### config.mk
export PLATFORM = sky130hd
export DESIGN_NAME = timed_pulse_sequence_builder_unit
export DESIGN_NICKNAME = d
export VERILOG_FILES = /design/src/rtl/core/tpsb_pkg.sv /design/src/rtl/core/tpsb_eval.sv /design/src/rtl/core/tpsb_serializer.sv /design/src/rtl/core/timed_pulse_sequence_builder_unit.sv
export SDC_FILE = /design/constraint.sdc
export NUM_CORES = 1
export LEC_CHECK = 0
export ABC_AREA = 1
export BUFFER_PORTS_ARGS = -buffer_cell sky130_fd_sc_hd__buf_2
export CAP_MARGIN = 30
export CORE_AREA = 2 2 268 270
export DETAILED_ROUTE_END_ITERATION = 12
export DIE_AREA = 0 0 270 272
export GPL_TIMING_DRIVEN = 1
export PLACE_DENSITY = 0.51
export SLEW_MARGIN = 20
export SYNTH_ARGS = -nofsm -noshare
export SYNTH_HDL_FRONTEND = slang
export SYNTH_HIERARCHICAL = 1
export SYNTH_SLANG_ARGS = --single-unit
### constraint.sdc
create_clock -name clk -period 6.56 [get_ports clk]
set_input_delay 0.656 -clock clk [delete_from_list [all_inputs] [get_ports clk]]
set_output_delay 0.656 -clock clk [all_outputs]
set_load 0.01 [all_outputs]
### src/rtl/core/tpsb_pkg.sv
`default_nettype none

package tpsb_pkg;

    // Sequence limits and number formats
    localparam int          DATA_W      = 32;
    localparam int          COUNT_W     = 16;
    localparam int          CFG_IDX_W   = 2;
    localparam int          NUM_RES     = 4;
    localparam int          RES_CNT_W   = 3;
    localparam int          RES_IDX_W   = 2;
    localparam logic [COUNT_W-1:0] MAX_SYMBOLS = 16'd1024;

    // Configuration register indexes
    localparam logic [CFG_IDX_W-1:0] REG_PULSE_WIDTH = 2'd0;
    localparam logic [CFG_IDX_W-1:0] REG_ALARM_LEAD  = 2'd1;

    // Result queue selector
    typedef enum logic {
        TGT_COMPARE = 1'b0,
        TGT_ALARM   = 1'b1
    } target_t;

    // Result status codes
    typedef enum logic [1:0] {
        ST_OK    = 2'd0,
        ST_RANGE = 2'd1,
        ST_COUNT = 2'd2
    } status_t;

    // One input word
    typedef struct packed {
        logic [DATA_W-1:0] delta;
        logic              first_item;
        logic              last_item;
    } item_t;

    // One result word
    typedef struct packed {
        target_t           target;
        logic [DATA_W-1:0] word;
        status_t           status;
        logic              last_of_run;
    } res_t;

    // All results caused by one input word
    typedef struct packed {
        res_t [NUM_RES-1:0]   res;
        logic [RES_CNT_W-1:0] count;
    } bundle_t;

endpackage

`default_nettype wire

### src/rtl/core/tpsb_eval.sv
`default_nettype none

module tpsb_eval
    import tpsb_pkg::*;
(
    input  wire logic              clk,
    input  wire logic              rst_n,
    input  wire logic              take,
    input  wire item_t             item,
    input  wire logic [DATA_W-1:0] pulse_width,
    input  wire logic [DATA_W-1:0] alarm_lead,
    output bundle_t                bundle
);

    logic [DATA_W-1:0]  compare_total_reg, compare_total_next;
    logic [DATA_W-1:0]  alarm_total_reg, alarm_total_next;
    logic [COUNT_W-1:0] symbol_counter_reg, symbol_counter_next;
    logic               fault_reg, fault_next;

    logic [DATA_W+2:0]  scaled;
    logic               scaled_ovf;
    logic [DATA_W:0]    abs_cmp;
    logic [DATA_W:0]    alarm_later;
    logic [DATA_W-1:0]  alarm_first;
    logic [DATA_W-1:0]  alarm;
    logic [DATA_W:0]    fin;
    logic [DATA_W-1:0]  cmp_word;
    logic               ok;
    status_t            err_status;

    // Arithmetic: delta*5 as shift and add, then the totals
    always_comb
    begin
        scaled      = ({3'b000, item.delta} << 2) + {3'b000, item.delta};
        scaled_ovf  = |scaled[DATA_W+2:DATA_W];
        abs_cmp     = {1'b0, compare_total_reg} + {1'b0, scaled[DATA_W-1:0]};
        alarm_later = {1'b0, alarm_total_reg} + {1'b0, item.delta};
        alarm_first = item.delta - alarm_lead;
        alarm       = item.first_item ? alarm_first : alarm_later[DATA_W-1:0];
        fin         = {1'b0, alarm} + {1'b0, alarm_lead};
        cmp_word    = item.first_item ? scaled[DATA_W-1:0]
                                      : scaled[DATA_W-1:0] - pulse_width;
    end

    // Checks, result bundle and state update
    always_comb
    begin
        ok         = 1'b1;
        err_status = ST_RANGE;

        if (item.first_item)
        begin
            if (item.delta == '0 || scaled_ovf)
                ok = 1'b0;
            else if (item.delta <= alarm_lead)
                ok = 1'b0;
            else if (item.last_item && fin[DATA_W])
                ok = 1'b0;
        end
        else
        begin
            if (symbol_counter_reg >= MAX_SYMBOLS)
            begin
                ok         = 1'b0;
                err_status = ST_COUNT;
            end
            else if (item.delta == '0 || scaled_ovf)
                ok = 1'b0;
            else if (abs_cmp[DATA_W])
                ok = 1'b0;
            else if (scaled[DATA_W-1:0] <= pulse_width)
                ok = 1'b0;
            else if (alarm_later[DATA_W])
                ok = 1'b0;
            else if (item.last_item && fin[DATA_W])
                ok = 1'b0;
        end

        bundle = '0;
        if (!ok)
        begin
            bundle.res[0] = '{TGT_COMPARE, '0, err_status, 1'b1};
            bundle.count  = RES_CNT_W'(1);
        end
        else
        begin
            bundle.res[0] = '{TGT_COMPARE, cmp_word, ST_OK, 1'b0};
            bundle.res[1] = '{TGT_COMPARE, pulse_width, ST_OK, 1'b0};
            bundle.res[2] = '{TGT_ALARM, alarm, ST_OK, ~item.last_item};
            bundle.res[3] = '{TGT_ALARM, fin[DATA_W-1:0], ST_OK, 1'b1};
            bundle.count  = item.last_item ? RES_CNT_W'(4) : RES_CNT_W'(3);
        end
        // latched fault silences later words
        if (!item.first_item && fault_reg)
            bundle.count = '0;

        compare_total_next  = compare_total_reg;
        alarm_total_next    = alarm_total_reg;
        symbol_counter_next = symbol_counter_reg;
        fault_next          = fault_reg;
        if (take)
        begin
            if (item.first_item)
            begin
                compare_total_next  = '0;
                alarm_total_next    = '0;
                symbol_counter_next = '0;
                fault_next          = 1'b0;
            end
            if (item.first_item || !fault_reg)
            begin
                if (!ok)
                    fault_next = 1'b1;
                else
                begin
                    compare_total_next  = item.first_item ? scaled[DATA_W-1:0]
                                                          : abs_cmp[DATA_W-1:0];
                    alarm_total_next    = alarm;
                    symbol_counter_next = (item.first_item ? '0 : symbol_counter_reg)
                                          + COUNT_W'(1);
                end
            end
        end
    end

    // Sequence state
    always_ff @(posedge clk or negedge rst_n)
    begin
        if (!rst_n)
        begin
            compare_total_reg  <= '0;
            alarm_total_reg    <= '0;
            symbol_counter_reg <= '0;
            fault_reg          <= 1'b0;
        end
        else
        begin
            compare_total_reg  <= compare_total_next;
            alarm_total_reg    <= alarm_total_next;
            symbol_counter_reg <= symbol_counter_next;
            fault_reg          <= fault_next;
        end
    end

endmodule

`default_nettype wire

### src/rtl/core/tpsb_serializer.sv
`default_nettype none

module tpsb_serializer
    import tpsb_pkg::*;
(
    input  wire logic    clk,
    input  wire logic    rst_n,
    input  wire logic    load,
    input  wire bundle_t bundle,
    output logic         free,
    output logic         out_valid,
    input  wire logic    out_stall,
    output res_t         res
);

    bundle_t              bundle_reg, bundle_next;
    logic [RES_IDX_W-1:0] idx_reg, idx_next;
    logic                 busy_reg, busy_next;
    logic                 fire;
    logic                 finishing;

    // Word handshake and end of bundle
    always_comb
    begin
        fire      = busy_reg && !out_stall;
        finishing = fire && (({1'b0, idx_reg} + RES_CNT_W'(1)) == bundle_reg.count);
        free      = !busy_reg || finishing;
        out_valid = busy_reg;
        res       = bundle_reg.res[idx_reg];
    end

    // Next bundle, index and busy flag
    always_comb
    begin
        bundle_next = bundle_reg;
        idx_next    = idx_reg;
        busy_next   = busy_reg;
        if (fire)
            idx_next = idx_reg + RES_IDX_W'(1);
        if (finishing)
            busy_next = 1'b0;
        if (load)
        begin
            bundle_next = bundle;
            idx_next    = '0;
            busy_next   = (bundle.count != '0);
        end
    end

    always_ff @(posedge clk or negedge rst_n)
    begin
        if (!rst_n)
        begin
            idx_reg  <= '0;
            busy_reg <= 1'b0;
        end
        else
        begin
            idx_reg  <= idx_next;
            busy_reg <= busy_next;
        end
    end

    // Payload, no reset
    always_ff @(posedge clk)
    begin
        bundle_reg <= bundle_next;
    end

endmodule

`default_nettype wire

### src/rtl/core/timed_pulse_sequence_builder_unit.sv
// Path: an accepted word waits in the input holding register, is evaluated combinationally, and is
// loaded into the serializer's bundle register, which drives the output. Each input word yields three
// results (four with last_item, one for an error word, none for a word dropped under a held fault),
// sent through the single result port; an input holding register takes the next word while results drain.
// Reset (rst_n, async, active low) clears the totals, symbol count, fault flag,
// configuration registers and all valid flags.
`default_nettype none

module timed_pulse_sequence_builder_unit
    import tpsb_pkg::*;
(
    input  wire logic                 clk,
    input  wire logic                 rst_n,
    input  wire logic                 cfg_we,
    input  wire logic [CFG_IDX_W-1:0] cfg_index,
    input  wire logic [DATA_W-1:0]    cfg_data,
    input  wire logic                 in_valid,
    output logic                      in_stall,
    input  wire logic [DATA_W-1:0]    delta,
    input  wire logic                 first_item,
    input  wire logic                 last_item,
    output logic                      out_valid,
    input  wire logic                 out_stall,
    output logic                      target,
    output logic [DATA_W-1:0]         word,
    output logic [1:0]                status,
    output logic                      last_of_run
);

    logic [DATA_W-1:0] pulse_width_reg, pulse_width_next;
    logic [DATA_W-1:0] alarm_lead_reg, alarm_lead_next;
    logic              in_valid_reg, in_valid_next;
    item_t             item_reg, item_next;
    logic              accept;
    logic              take;
    logic              ser_free;
    bundle_t           bundle;
    res_t              res;

    // Configuration decode
    always_comb
    begin
        pulse_width_next = pulse_width_reg;
        alarm_lead_next  = alarm_lead_reg;
        if (cfg_we)
        begin
            unique case (cfg_index)
                REG_PULSE_WIDTH: pulse_width_next = cfg_data;
                REG_ALARM_LEAD:  alarm_lead_next  = cfg_data;
                default: ;
            endcase
        end
    end

    // Input holding register
    always_comb
    begin
        take          = in_valid_reg && ser_free;
        in_stall      = in_valid_reg && !take;
        accept        = in_valid && !in_stall;
        in_valid_next = accept ? 1'b1 : (take ? 1'b0 : in_valid_reg);
        item_next     = accept ? item_t'{delta, first_item, last_item} : item_reg;
    end

    always_ff @(posedge clk or negedge rst_n)
    begin
        if (!rst_n)
        begin
            pulse_width_reg <= '0;
            alarm_lead_reg  <= '0;
            in_valid_reg    <= 1'b0;
        end
        else
        begin
            pulse_width_reg <= pulse_width_next;
            alarm_lead_reg  <= alarm_lead_next;
            in_valid_reg    <= in_valid_next;
        end
    end

    always_ff @(posedge clk)
    begin
        item_reg <= item_next;
    end

    tpsb_eval u_eval (
        .clk         (clk),
        .rst_n       (rst_n),
        .take        (take),
        .item        (item_reg),
        .pulse_width (pulse_width_reg),
        .alarm_lead  (alarm_lead_reg),
        .bundle      (bundle)
    );

    tpsb_serializer u_ser (
        .clk       (clk),
        .rst_n     (rst_n),
        .load      (take),
        .bundle    (bundle),
        .free      (ser_free),
        .out_valid (out_valid),
        .out_stall (out_stall),
        .res       (res)
    );

    // Result word fields
    always_comb
    begin
        target      = res.target;
        word        = res.word;
        status      = res.status;
        last_of_run = res.last_of_run;
    end

endmodule

`default_nettype wire

==> results.yml <==
floorplan:
  dieWidth_um: 270
  dieArea_um2: 73400
  start_util: 0.386
  fp.dieH_um: 272
  core_um2: 70800
  rows: 98
  io-pin-count: 111
synthesis:
  synth-warning-count: 6
  synth_most_common_cell: "nand2_1"
  netlist_area_um2: 27300
  avgSynthCellArea_um2: 6.86
  synth_top_area_frac: 0.199
  postSynth.asyncResetShare: 0.452
  synth_edf_count: 181
  synthTopCellsByArea: "edfxtp_1, nand2_1, dfrtp_1, ha_1, nor2_1"
  synth_cells: 3977
  yosys.area.top_type: "edfxtp_1"
  synthDistinctLibCells: 52
  synth_ff_type: "edfxtp_1"
  synth_commonest_cells: "nand2_1, nor2_1, inv_1"
  synth-seq-cells: 330
  yosysSeqAreaShare: 0.336
placed_design:
  port_buffers: 110
  dp_hpwl_um: 91300
  place_ws_ns: 0.646
  place.gp.congestion: 1.03
  dp.cells: 4969
setup_path:
  rrSetupSlack_ns: 0.60
  start_kind: "flop"
  crit_required_ns: 7.08
  cpMostUsedCell: "nand2_1"
  path_class: "reg -> reg"
  cpPeakStageDelay_ns: 0.63
  cp.arrival_ns: 6.48
  endpoint_kind: "flop"
  cpMaxStageDelayCell: "edfxtp_1"
  crit_path_max_fanout: 22
pwr:
  ir_drop_v: 0.000248
  total_power_w: 0.0151
  p_comb_frac: 0.622
  p_sw_w: 0.00802
  seqPwrFrac: 0.231
  p_int_w: 0.00706
  netSwitchingFraction: 0.532
  clockPowerShare: 0.147
  leakage_nw: 14.9
  power.density_nw_per_um2: 501
hold_path:
  min_path_type: "in -> async"
grt:
  grt_max_degree: 104
  antenna_found_initial: 5
  grt-ovfl-total: 0
  grt_first_pass_wirelength_um: 168000
  grtUsageTotal: 0.306
  grt_pass1_vias: 25200
status:
  status: "finished, violations left"
  violations: "negative hold slack"
routing:
  drt_iter0_drc: 2612
  dr.pass1.iters: 7
  routed_via_density: 5.36
  post-route-drc-count: 0
  post_drt_wl_per_cell_um: 22.6
  wirelength_um: 114000
  ant_nets: 0
  vias: 27100
sta:
  hold_violations: 6
  relSlewSlack: 0.290
  skew_ns: 0.0221
  period_minus_slack_ns: 5.96
  fin_crit_sh: 0.909
  fin_ws_ns: 0.598
  final_max_slew_viol_count: 0
  setup_viol: 0
  rsz0062_at_grt: "no"
  setup_total_negative_slack_ns: 0
  tightest_slew_ns: 1.06
  hold_slack_ns: -0.00773
  fmax_mhz: 168
finish:
  largest_reg_flops: 147
  area_growth_pct: 10.3
  drive_gt1_frac: 0.0688
  instances_no_fill: 5047
  final_core_util: 0.425
  nets: 4334
clock_network:
  clock_path_buffers: 3
  postCtsHoldBufs: 0
  cts.sinks: 330
  clock_latency_ns: 0.60
  post_cts_buffers: 0
  root_buffer: "clkbuf_16"
  htree_levels: 2
  cts_inserted_buffers: 41
  cts_resized: 0
  clkTransAtPathRegs_ns: 0.06
  tritoncts: "built"
flow_run:
  maxCapViolCount: 0
[power groups by stage]
stage	logic (W)	registers [W]	clock network [W]
after floorplan	0.00611	0.00332	0
after global placement	0.00923	0.00350	0
after detailed placement	0.00916	0.00350	0
after CTS	0.00920	0.00347	0.00228
after global routing	0.0103	0.00353	0.00234
final	0.00938	0.00348	0.00222
[critical path: cells and delay by family (launching register included)]
family | cells | cell delay [ns]
simple gates | 18 | 2.65
compound gates | 4 | 0.92
fa+ha+maj | 2 | 0.85
buf+inv | 5 | 0.82
flops | 1 | 0.63
[stage by stage]
stage	instance area, um2	hold WS [ns]
2_1_floorplan	27300	0.360
3_3_place_gp	28800	0.455
3_5_place_dp	28800	0.458
4_1_cts	30100	0.00123
5_1_grt	30100	0.0281
6_report	30100	-0.00773
[layout by cell type, fill, tap and decap left out, types with 8 or more instances in the layout]
cell | Yosys | final
a21boi_0 | 8 | 8
nor2_1 | 493 | 492
o211ai_1 | 12 | 12
inv_1 | 466 | 465
nor2_2 | 11 | 11
nand2_1 | 1189 | 1189
o22ai_2 | 8 | 8
o21bai_1 | 28 | 28
conb_1 | 1 | 9
clkbuf_16 | 0 | 41
nand3b_1 | 14 | 14
buf_2 | 45 | 109
or2_2 | 22 | 22
xnor2_1 | 35 | 35
nand3_1 | 230 | 229
o21ai_1 | 34 | 35
clkinv_1 | 3 | 10
nand4_1 | 88 | 88
a21o_1 | 16 | 16
dfrtp_1 | 149 | 148
edfxtp_1 | 181 | 181
o21a_1 | 32 | 32
buf_4 | 17 | 48
xor2_1 | 48 | 48
o22ai_1 | 29 | 29
o21ai_0 | 202 | 201
a21oi_1 | 264 | 264
ha_1 | 192 | 192
nor3_1 | 36 | 36
clkbuf_1 | 43 | 14
inv_2 | 8 | 8
[layer usage]
metal	GRT usage	vias up	wire length [um]
met3	0.0441	165	8060
li1	-	13200	-
met2	0.479	984	49800
met4	0.111	2	4490
met5	0	-	13
met1	0.431	12700	51700
[final cells by class]
cell class / count / area, um2
inverters: 477 / 1800
well taps: 950 / 1190
repair buffers: 161 / 977
clock buffers: 55 / 1080
diodes: 1 / 2.50
clock inverters: 21 / 203
fillers: 7610 / 40700
flip-flops and latches: 330 / 9170
multi-input cells: 3052 / 15700
[cells by family (layout without fill, tap and decap cells)]
group | after synthesis | in the layout | share of synthesized area
xor gates and xnor gates | 83 | 83 | 0.0266
DFF | 330 | 330 | 0.336
other | 1 | 10 | 0.000137
adders and majority gates | 198 | 198 | 0.0925
AOI/OAI and AO/OA | 661 | 661 | 0.137
buffers and inverters | 603 | 714 | 0.0911
and+or+nand+nor | 2101 | 2101 | 0.317
[worst paths after layout]
path | from | end | cells past startpoint
min in group clk | first_item | item_reg[1] | 1
hold / removal | rst_n | in_valid_reg | 1
setup / recovery | item_reg[3] | u_eval/alarm_total_reg[16] | 29
hold reg to reg | pulse_width_reg[9] | pulse_width_reg[9] | 2
max in group asynchronous | rst_n | u_eval/symbol_counter_reg[5] | 2
setup reg to reg | item_reg[3] | u_eval/alarm_total_reg[16] | 29
Note: power is estimated with default switching activity, not from simulation.
